$ cat config.mk
export PLATFORM = sky130hd
export DESIGN_NAME = servo_angle_to_pulse_smoother_unit
export DESIGN_NICKNAME = d
export VERILOG_FILES = /design/src/rtl/svsm_pkg.sv /design/src/rtl/servo_angle_to_pulse_smoother_unit.sv /design/src/rtl/svsm_target.sv /design/src/rtl/svsm_smooth.sv
export SDC_FILE = /design/constraint.sdc
export NUM_CORES = 1
export LEC_CHECK = 0
export ABC_CLOCK_PERIOD_IN_PS = 11450
export BUFFER_PORTS_ARGS = -buffer_cell sky130_fd_sc_hd__buf_2
export CELL_PAD_IN_SITES_DETAIL_PLACEMENT = 0
export CELL_PAD_IN_SITES_GLOBAL_PLACEMENT = 1
export CORE_AREA = 4 4 246 224
export CTS_CLUSTER_SIZE = 30
export DETAILED_ROUTE_END_ITERATION = 16
export DIE_AREA = 0 0 250 228
export GPL_ROUTABILITY_DRIVEN = 0
export PLACE_DENSITY = 0.78
export SLEW_MARGIN = 0
export SYNTH_ARGS = -nofsm -noshare
export SYNTH_HDL_FRONTEND = slang
export SYNTH_SLANG_ARGS = --single-unit
$ cat constraint.sdc
create_clock -name clock -period 11.45 [get_ports clock]
set_clock_uncertainty 0.1 [all_clocks]
set_input_delay 3.435 -clock clock [delete_from_list [all_inputs] [get_ports clock]]
set_output_delay 3.435 -clock clock [all_outputs]
set_load 0.02 [all_outputs]
$ cat src/rtl/svsm_pkg.sv
// Shared widths, reset values and reciprocal constants for the servo pulse smoother.
// Also defines the item passed from the target stage to the smoothing stage.
// No dependencies.
`default_nettype none

package svsm_pkg;

   localparam int WIDTH_BITS     = 13;
   localparam int ANGLE_BITS     = 8;
   localparam int PRODUCT_BITS   = WIDTH_BITS + ANGLE_BITS;
   localparam int CSR_INDEX_BITS = 8;
   localparam int CSR_DATA_BITS  = 16;

   typedef logic [WIDTH_BITS-1:0] width_type;

   localparam logic [CSR_INDEX_BITS-1:0] REG_MIN_PULSE = 8'd0;
   localparam logic [CSR_INDEX_BITS-1:0] REG_MAX_PULSE = 8'd1;

   localparam logic [ANGLE_BITS-1:0] ANGLE_LIMIT  = 8'd180;
   localparam width_type             MIN_RESET    = 13'd2000;
   localparam width_type             MAX_RESET    = 13'd4000;
   localparam width_type             CENTER_WIDTH = 13'd3000;

   // Division by 180 of the span product: multiply by ceil(2^29 / 180) and shift.
   localparam int                 RECIP180_BITS  = 22;
   localparam int                 RECIP180_SHIFT = 29;
   localparam logic [RECIP180_BITS-1:0] RECIP180 = 22'd2982617;

   // Smoothing weights and division by ten: multiply by ceil(2^20 / 10) and shift.
   localparam int                 SUM_BITS      = 17;
   localparam int                 RECIP10_SHIFT = 20;
   localparam logic [SUM_BITS-1:0] RECIP10      = 17'd104858;
   localparam logic [SUM_BITS-1:0] KEEP_WEIGHT  = 17'd7;
   localparam logic [SUM_BITS-1:0] MOVE_WEIGHT  = 17'd3;

   typedef struct packed {
      logic      valid;
      logic      servo;
      width_type target;
   } target_item_type;

endpackage

`default_nettype wire

$ cat src/rtl/servo_angle_to_pulse_smoother_unit.sv
// Servo angle to pulse width converter with exponential smoothing, top level.
// An item goes through the input, product, target and result registers in that order.
// Throughput: one item per cycle while rsp_stall is low; the limit is the per-servo
// read-modify-write of the width state with its reciprocal multiply for division by ten.
// Reset: limits return to 2000 and 4000 ticks, both servo widths to 3000, pipeline empty.
`default_nettype none

module servo_angle_to_pulse_smoother_unit (
   input  wire logic                                  clock,
   input  wire logic                                  reset,
   input  wire logic                                  req_valid,
   output logic                                       req_stall,
   input  wire logic                                  req_mode,
   input  wire logic [svsm_pkg::ANGLE_BITS-1:0]       req_angle,
   output logic                                       rsp_valid,
   input  wire logic                                  rsp_stall,
   output logic                                       rsp_servo_id,
   output svsm_pkg::width_type                        rsp_compare_value,
   input  wire logic                                  csr_valid,
   output logic                                       csr_ready,
   input  wire logic [svsm_pkg::CSR_INDEX_BITS-1:0]   csr_index,
   input  wire logic [svsm_pkg::CSR_DATA_BITS-1:0]    csr_wdata
);
   import svsm_pkg::*;

   width_type             min_pulse_ff;
   width_type             max_pulse_ff;
   logic                  in_valid_ff;
   logic                  in_mode_ff;
   logic [ANGLE_BITS-1:0] in_angle_ff;
   logic                  in_ready;
   logic                  target_ready;
   logic                  smooth_ready;
   target_item_type       target_item;

   assign csr_ready = 1'b1;

   always_ff @(posedge clock) begin
      if (reset) begin
         min_pulse_ff <= MIN_RESET;
         max_pulse_ff <= MAX_RESET;
      end else if (csr_valid && csr_ready) begin
         unique case (csr_index)
            REG_MIN_PULSE: min_pulse_ff <= csr_wdata[WIDTH_BITS-1:0];
            REG_MAX_PULSE: max_pulse_ff <= csr_wdata[WIDTH_BITS-1:0];
            default: begin
            end
         endcase
      end
   end

   assign in_ready  = !in_valid_ff || target_ready;
   assign req_stall = !in_ready;

   always_ff @(posedge clock) begin
      if (reset) begin
         in_valid_ff <= 1'b0;
      end else if (in_ready) begin
         in_valid_ff <= req_valid;
      end
   end

   always_ff @(posedge clock) begin
      if (in_ready && req_valid) begin
         in_mode_ff  <= req_mode;
         in_angle_ff <= req_angle;
      end
   end

   svsm_target u_target (
      .clock     (clock),
      .reset     (reset),
      .in_valid  (in_valid_ff),
      .in_mode   (in_mode_ff),
      .in_angle  (in_angle_ff),
      .min_pulse (min_pulse_ff),
      .max_pulse (max_pulse_ff),
      .in_ready  (target_ready),
      .out_item  (target_item),
      .out_ready (smooth_ready)
   );

   svsm_smooth u_smooth (
      .clock             (clock),
      .reset             (reset),
      .in_item           (target_item),
      .in_ready          (smooth_ready),
      .rsp_valid         (rsp_valid),
      .rsp_stall         (rsp_stall),
      .rsp_servo_id      (rsp_servo_id),
      .rsp_compare_value (rsp_compare_value)
   );

endmodule

`default_nettype wire

$ cat src/rtl/svsm_target.sv
// Two-stage mapping of a clamped angle onto a target pulse width between the limits.
// Depends on svsm_pkg.
`default_nettype none

module svsm_target (
   input  wire logic                               clock,
   input  wire logic                               reset,
   input  wire logic                               in_valid,
   input  wire logic                               in_mode,
   input  wire logic [svsm_pkg::ANGLE_BITS-1:0]    in_angle,
   input  wire svsm_pkg::width_type                min_pulse,
   input  wire svsm_pkg::width_type                max_pulse,
   output logic                                    in_ready,
   output svsm_pkg::target_item_type               out_item,
   input  wire logic                               out_ready
);
   import svsm_pkg::*;

   localparam int SCALED_BITS = PRODUCT_BITS + RECIP180_BITS;

   logic [ANGLE_BITS-1:0]   angle_clamped;
   width_type               span;
   logic [PRODUCT_BITS-1:0] product_in;
   logic [PRODUCT_BITS-1:0] product_ff;
   logic                    prod_valid_ff;
   logic                    prod_servo_ff;
   logic                    prod_ready;
   logic [SCALED_BITS-1:0]  scaled;
   width_type               quotient;
   logic [WIDTH_BITS:0]     target_sum;
   logic                    tgt_valid_ff;
   logic                    tgt_servo_ff;
   width_type               tgt_width_ff;
   logic                    tgt_ready;

   always_comb begin
      angle_clamped = (in_angle > ANGLE_LIMIT) ? ANGLE_LIMIT : in_angle;
      span          = (max_pulse > min_pulse) ? (max_pulse - min_pulse) : '0;
      product_in    = PRODUCT_BITS'(span) * PRODUCT_BITS'(angle_clamped);
      scaled        = SCALED_BITS'(product_ff) * SCALED_BITS'(RECIP180);
      quotient      = scaled[RECIP180_SHIFT +: WIDTH_BITS];
      target_sum    = {1'b0, min_pulse} + {1'b0, quotient};
   end

   assign tgt_ready  = !tgt_valid_ff || out_ready;
   assign prod_ready = !prod_valid_ff || tgt_ready;
   assign in_ready   = prod_ready;

   always_ff @(posedge clock) begin
      if (reset) begin
         prod_valid_ff <= 1'b0;
         tgt_valid_ff  <= 1'b0;
      end else begin
         if (prod_ready) begin
            prod_valid_ff <= in_valid;
         end
         if (tgt_ready) begin
            tgt_valid_ff <= prod_valid_ff;
         end
      end
   end

   always_ff @(posedge clock) begin
      if (prod_ready && in_valid) begin
         product_ff    <= product_in;
         prod_servo_ff <= in_mode;
      end
      if (tgt_ready && prod_valid_ff) begin
         tgt_servo_ff <= prod_servo_ff;
         tgt_width_ff <= target_sum[WIDTH_BITS-1:0];
      end
   end

   assign out_item.valid  = tgt_valid_ff;
   assign out_item.servo  = tgt_servo_ff;
   assign out_item.target = tgt_width_ff;

endmodule

`default_nettype wire

$ cat src/rtl/svsm_smooth.sv
// Per-servo width state, exponential smoothing towards the target and the result register.
// Depends on svsm_pkg.
`default_nettype none

module svsm_smooth (
   input  wire logic                     clock,
   input  wire logic                     reset,
   input  wire svsm_pkg::target_item_type in_item,
   output logic                          in_ready,
   output logic                          rsp_valid,
   input  wire logic                     rsp_stall,
   output logic                          rsp_servo_id,
   output svsm_pkg::width_type           rsp_compare_value
);
   import svsm_pkg::*;

   localparam int SCALED_BITS = 2 * SUM_BITS;

   width_type              width_ff [2];
   width_type              old_width;
   logic [SUM_BITS-1:0]    weighted;
   logic [SCALED_BITS-1:0] scaled;
   width_type              width_in;
   logic                   load;
   logic                   rsp_valid_ff;
   logic                   servo_id_ff;
   width_type              compare_ff;

   always_comb begin
      old_width = width_ff[in_item.servo];
      weighted  = SUM_BITS'(old_width) * KEEP_WEIGHT + SUM_BITS'(in_item.target) * MOVE_WEIGHT;
      scaled    = SCALED_BITS'(weighted) * SCALED_BITS'(RECIP10);
      width_in  = scaled[RECIP10_SHIFT +: WIDTH_BITS];
   end

   assign in_ready = !rsp_valid_ff || !rsp_stall;
   assign load     = in_item.valid && in_ready;

   always_ff @(posedge clock) begin
      if (reset) begin
         rsp_valid_ff <= 1'b0;
         width_ff[0]  <= CENTER_WIDTH;
         width_ff[1]  <= CENTER_WIDTH;
      end else begin
         if (in_ready) begin
            rsp_valid_ff <= in_item.valid;
         end
         if (load) begin
            width_ff[in_item.servo] <= width_in;
         end
      end
   end

   always_ff @(posedge clock) begin
      if (load) begin
         servo_id_ff <= in_item.servo;
         compare_ff  <= width_in;
      end
   end

   assign rsp_valid         = rsp_valid_ff;
   assign rsp_servo_id      = servo_id_ff;
   assign rsp_compare_value = compare_ff;

   // Both servos start centred after reset.
   assert property (@(posedge clock) disable iff (reset)
      $past(reset) |-> (width_ff[0] == CENTER_WIDTH && width_ff[1] == CENTER_WIDTH))
      else $error("servo widths not centred after reset");

   // A freshly loaded result matches the stored width of its servo.
   assert property (@(posedge clock) disable iff (reset)
      $past(load) |-> (width_ff[rsp_servo_id] == rsp_compare_value))
      else $error("result differs from stored servo width");

   // The smoothed width never rises above the larger of the old width and the target.
   assert property (@(posedge clock) disable iff (reset)
      load |-> (width_in <= ((old_width > in_item.target) ? old_width : in_item.target)))
      else $error("smoothed width overshoots");

endmodule

`default_nettype wire

==> results of run 1 <==
worst paths after layout:
kind	start	to	slack, ns
worst max register to register	flip-flop	u_smooth.width_ff[0][11]	0.76
worst min-delay path	in_mode_ff	u_target.prod_servo_ff	0.34
worst min register to register	in_mode_ff	u_target.prod_servo_ff	0.34
worst max-delay path	flip-flop	u_smooth.width_ff[0][11]	0.76
per-layer routing:
metal	global-route usage, %	vias up	share of wire [%]
met5	0	-	0
met4	3.92	0	1.6
met3	2.03	44	4.0
met2	26.3	288	45
met1	24.1	7008	49
li1	-	6947	-
final cells by class:
class	instances	share of cell area (%)
Multi-Input combinational cell	1440	69.2
Sequential cell	116	14.1
Inverter	529	8.81
Tap cell	697	3.87
Clock buffer	17	1.89
Timing Repair Buffer	61	1.48
Clock inverter	15	0.688
kinds of logic after synthesis:
kind of cell / Yosys count / synth area share, %
adder cells (fa/ha/maj): 702 / 53.2
buffers and inverters: 547 / 9.89
AND/OR/NAND/NOR: 365 / 8.13
AO/OA/AOI/OAI: 246 / 8.06
flip-flops: 116 / 15.2
XOR/XNOR: 97 / 4.08
multiplexers: 29 / 1.42
other: 1 / 0.0180
worst max-delay path, delay by kind of cell, from the launching register on:
family                   cells  cell delay [ns]
buffers and inverters        7             0.76
AO/OA/AOI/OAI                7             2.22
multiplexers                 1             0.49
adder cells (fa/ha/maj)     11             4.65
AND/OR/NAND/NOR              6             1.62
flip-flops                   1             0.54
synth_stat cells (all sizes together), types with 7 or more instances:
cell and instances:
inv 529, ha 396, fa 306, nor2 119, nand2 87, edfxtp 85, a21oi 66, xnor2 64
nor3 46, o21ai 40, nand3 35, a21o 34, xor2 33, dfxtp 31, mux2i 25, nor2b 17
a211o 14, o21a 13, clkbuf 12, nand2b 12, o21bai 12, a211oi 10, or3 10, a21boi 9
and2 9, nand4 7
sequential cells by signal (all words and copies together), names as in the netlist, named ones only:
signal                      flops
u_target.tgt_valid_ff           1
u_smooth.rsp_servo_id           1
u_target.tgt_servo_ff           1
max_pulse_ff                   13
in_valid_ff                     1
u_smooth.rsp_valid              1
u_smooth.width_ff              26
u_target.prod_servo_ff          1
in_angle_ff                     8
u_target.prod_valid_ff          1
u_smooth.rsp_compare_value     13
in_mode_ff                      1
u_target.product_ff            21
min_pulse_ff                   13
u_target.tgt_width_ff          13
through the flow:
stage               instances  util [%]  cell area [sq um]  setup slack, ns
floorplan                2103         -              20800             1.79
global placement         2843      41.8              22000            0.900
detailed placement       2843      41.8              22000            0.800
CTS                      2875      42.9              22500            0.764
global route             2875      42.9              22500            0.113
finish                   2875      42.9              22500            0.756
==> run metrics, run 1 <==
run status finished, final reports clean; row count 80; Worst path slowest cell o21ai_0; Max Buffers Root-to-Sink 2; Req. time, crit path around 11 ns; routed vias 14287; min Tclk post-route between 10 and 15 ns; hold_buf cts 0; number of post-CTS setup repair buffers 0; via/cell ratio 4.97; Post-synth EDFFs 85; worst slew pin tran between 1 and 1.5 ns; reg2reg path depth 32; Clock Latency Late Sink around 0.43 ns; Setup Crit Path Kind reg -> reg; Max Fclk 93.5 MHz; hold crit path type reg -> reg; Mapped Avg Cell Area 9.91 sq um; area of the multi-input gates between 15000 and 20000 sq um; critical path launch point type flip-flop; CTS Root Cell clkbuf_16; wire per inst between 15 and 20 microns; H-tree depth 4; cts bufs inserted 17; synth warn 0; post-synthesis register bit count 116; max_slew headroom approximately 17%; unrepaired setup endpoints after global routing no; most common cell after layout, fill and taps aside inv_1; Slew Viols, Final 0; cell area after synthesis around 21000 sq um; most frequent cells in the layout inv_1 (529), ha_1 (396), fa_1 (306); Final period util 93.4%; antenna violations before repair 1; Pre-Repair DR Iteration Count 7; setup_tns 0 ns; # nets final just under 3000; CTS sink cnt between 100 and 150; All-Layer GR Usage between 15 and 20%; 1st-iter DRT viols approximately 800; most common cell type on the critical path fa_1; Core Footprint approximately 53000 sq um; Top-Level Pins 55; CP max stage delay ~0.57 ns; Crit Path Max Fanout 7; Critical Path AT around 11 ns; max cap viols 0; Die Footprint 57000 sq um; Async SR Flop Fraction 0%; top-area cell type share of the netlist area between 20% and 30%; top cells by area, synth fa_1 (29%), ha_1 (24%), edfxtp_1 (12%); clk slew on worst S/H paths approximately 0.050 ns; Die X between 200 and 300 microns; fraction of layout cells with a size suffix above 1 around 5%; critical path capture point type flip-flop; Hold Path Cell Cnt 0; CTS resizes 0; Synth Net Count 2843; Chip Height between 200 and 250 microns; Fin. Hold Viols 0; Post-route DRC 0; # fillers between 5000 and 6000; Initial Util 39.6%; # diodes 0; sequential share of the synthesized area 15.2%; post-route ant nets 0; IO buf count 50; CTS tree yes; vias in the first global route roughly 15000; Final Hold Slack about 0.34 ns; largest net degree at the start of global routing 36; first-pass GRT wire length around 77000 microns; Primary FF master, synth edfxtp_1; drt total wl around 45000 microns; post-synth top area cell fa_1; register area 3170 sq um; grt ovf 0; synth unique cells 75; P&R area growth vs syn 8.23%; endpoints failing setup 0; detailed placer's ending HPWL 40700 microns; Syn Inst Count 2103
Power of run 1 is not shown: default switching activity piles up to over one toggle a cycle in this logic, so the estimate is an artifact.
==> inputs of run 2 (changes only) <==
ABC_CLOCK_PERIOD_IN_PS = 13100   (was 11450)
clock period = 13.1 ns   (was 11.45 ns; I/O delays follow)
==> run 2 against run 1 <==
Effect of this change: global-route usage shrank 0.28 points; final area is essentially flat; sequential share of layout area is essentially flat; non-clock buffer count shrank 5; first-iteration DRC count grew 13%; fmax shrank 2.6%; count of clock-buffer cells in the layout is the same; setup slack gained 1.4 ns; flip-flop and latch count is the same; critical path depth is the same; register-to-register slack gained 1.4 ns.
==> run metrics, run 2 (synthesized netlist as in run 1, its figures left out) <==
WL met3 1910 microns (+4.4%); Max Fclk 91.1 MHz (-2.6%); endpoints failing setup 0 (unchanged); register area 3170 sq um (unchanged); Slew Viols, Final 0 (unchanged); met2 WL post-DR 20300 microns (-0.77%); Die Footprint 57000 sq um (unchanged); largest net degree at the start of global routing 36 (unchanged); first-pass GRT wire length 75200 microns (-2.0%); drt total wl 45000 microns (-0.80%); Crit Path Max Fanout 13 (+6); antenna violations before repair 1 (unchanged); critical path capture point type flip-flop; worst slew pin tran 1.34 ns (+0.123 ns); reg2reg path depth 32 (unchanged); # fillers 5033 (+0.020%); Setup Crit Path Kind reg -> reg; Levels on crit path 32 (unchanged); Top-Level Pins 55 (unchanged); Chip Height 228 microns (unchanged); hold crit path type reg -> reg; max cap viols 0 (unchanged); setup_tns 0 ns (unchanged); run status finished, final reports clean; r2r endpoint u_smooth.width_ff[0][11]; # nets final 2900 (-0.17%); max_slew headroom 8.55% (-8.4 points); Fin. Hold Viols 0 (unchanged); grt ovf 0 (unchanged); most common cell after layout, fill and taps aside inv_1; Initial Util 39.6% (unchanged); Worst R2R Setup Slack 2.12 ns (+1.36 ns); IO buf count 50 (unchanged); H-tree depth 4 (unchanged); post-route ant nets 0 (unchanged); CTS resizes 0 (unchanged); met1 WL 22100 microns (-1.2%); dominant delay contributor by cell family on the critical path adder cells; Clock Latency Late Sink 0.43 ns (about the same); area of the multi-input gates 15600 sq um (unchanged); Top Layer Used met4; number of post-CTS setup repair buffers 0 (unchanged); most frequent cells in the layout inv_1 (529), ha_1 (396), fa_1 (306); Req. time, crit path 13.14 ns (+1.66 ns); row count 80 (unchanged); # diodes 0 (unchanged); Critical Path AT 11.02 ns (+0.29 ns); unrepaired setup endpoints after global routing no; min Tclk post-route 10.98 ns (+0.288 ns); CTS sink cnt 116 (unchanged); fraction of layout cells with a size suffix above 1 4.83% (-0.17 points); CTS Root Cell clkbuf_16; hold_buf cts 0 (unchanged); vias in the first global route 14904 (-2.8%); Worst path slowest cell dfxtp_1; 1st-iter DRT viols 909 (+13%); Max Buffers Root-to-Sink 2 (unchanged); All-Layer GR Usage 16.2% (-0.28 points); Die X 250 microns (unchanged); Biggest register u_smooth.width_ff; cts bufs inserted 17 (unchanged); P&R area growth vs syn 8.21% (about the same); CP max stage delay 0.80 ns (+0.23 ns); CP endpoint u_smooth.width_ff[0][11]; wire per inst 15.7 microns (-0.62%); detailed placer's ending HPWL 40100 microns (-1.4%); max reg flops 26 (unchanged); biggest regs u_smooth.width_ff: 26 flops, u_target.product_ff: 21 flops; critical path launch point type flip-flop; Post-route DRC 0 (unchanged); buffers and inverters on the worst path 5 (-2); clk slew on worst S/H paths 0.06 ns (about the same); via/cell ratio 4.98 (+0.16%); most common cell type on the critical path fa_1; routed vias 14285 (-0.014%); Final period util 83.8% (-9.6 points); CTS tree yes; Pre-Repair DR Iteration Count 6 (-1); Core Footprint 52600 sq um (unchanged)
-- run 2: cell types whose count changed in the layout (fill, tap and decap cells not counted) --
cell,change
clkinv_4,-2
buf_4,-5
bufinv_16,+1
clkinv_1,-1
clkinvlp_4,-1
inv_6,+3
clkinv_2,-1
inv_8,+1
-- run 2: worst min path at each step --
stage / from / end / slack, ns / depth (start not counted)
6_report: in_mode_ff / u_target.prod_servo_ff / 0.32 / 0
5_1_grt: in_mode_ff / u_target.prod_servo_ff / 0.34 / 0
4_1_cts: in_mode_ff / u_target.prod_servo_ff / 0.33 / 0
3_5_place_dp: in_mode_ff / u_target.prod_servo_ff / 0.31 / 0
3_3_place_gp: in_mode_ff / u_target.prod_servo_ff / 0.31 / 0
2_1_floorplan: in_mode_ff / u_target.prod_servo_ff / 0.30 / 0
-- run 2: per-layer routing --
layer  GRT usage (%)  vias to the layer above
met3            1.72                       53
met5               0                        -
li1                -                     6938
met2            26.0                      331
met4            3.67                        0
met1            23.8                     6963
-- run 2: per-stage QoR --
stage	setup WS [ns]	utilization (%)	hold slack, ns	instances	area, sq um
after floorplan	3.44	-	0.300	2103	20800
after global placement	2.34	41.7	0.309	2838	21900
after CTS	2.21	42.9	0.328	2870	22500
after global routing	1.37	42.9	0.339	2870	22500
final	2.12	42.9	0.324	2870	22500
after detailed placement	2.25	41.7	0.314	2838	21900
-- run 2: cell type report --
type / count / share of cell area, %
Tap cell: 697 / 3.87
Clock inverter: 15 / 0.838
Timing Repair Buffer: 56 / 1.31
Sequential cell: 116 / 14.1
Inverter: 529 / 8.81
Multi-Input combinational cell: 1440 / 69.2
Clock buffer: 17 / 1.89
Power of run 2 is left out for the same reason.
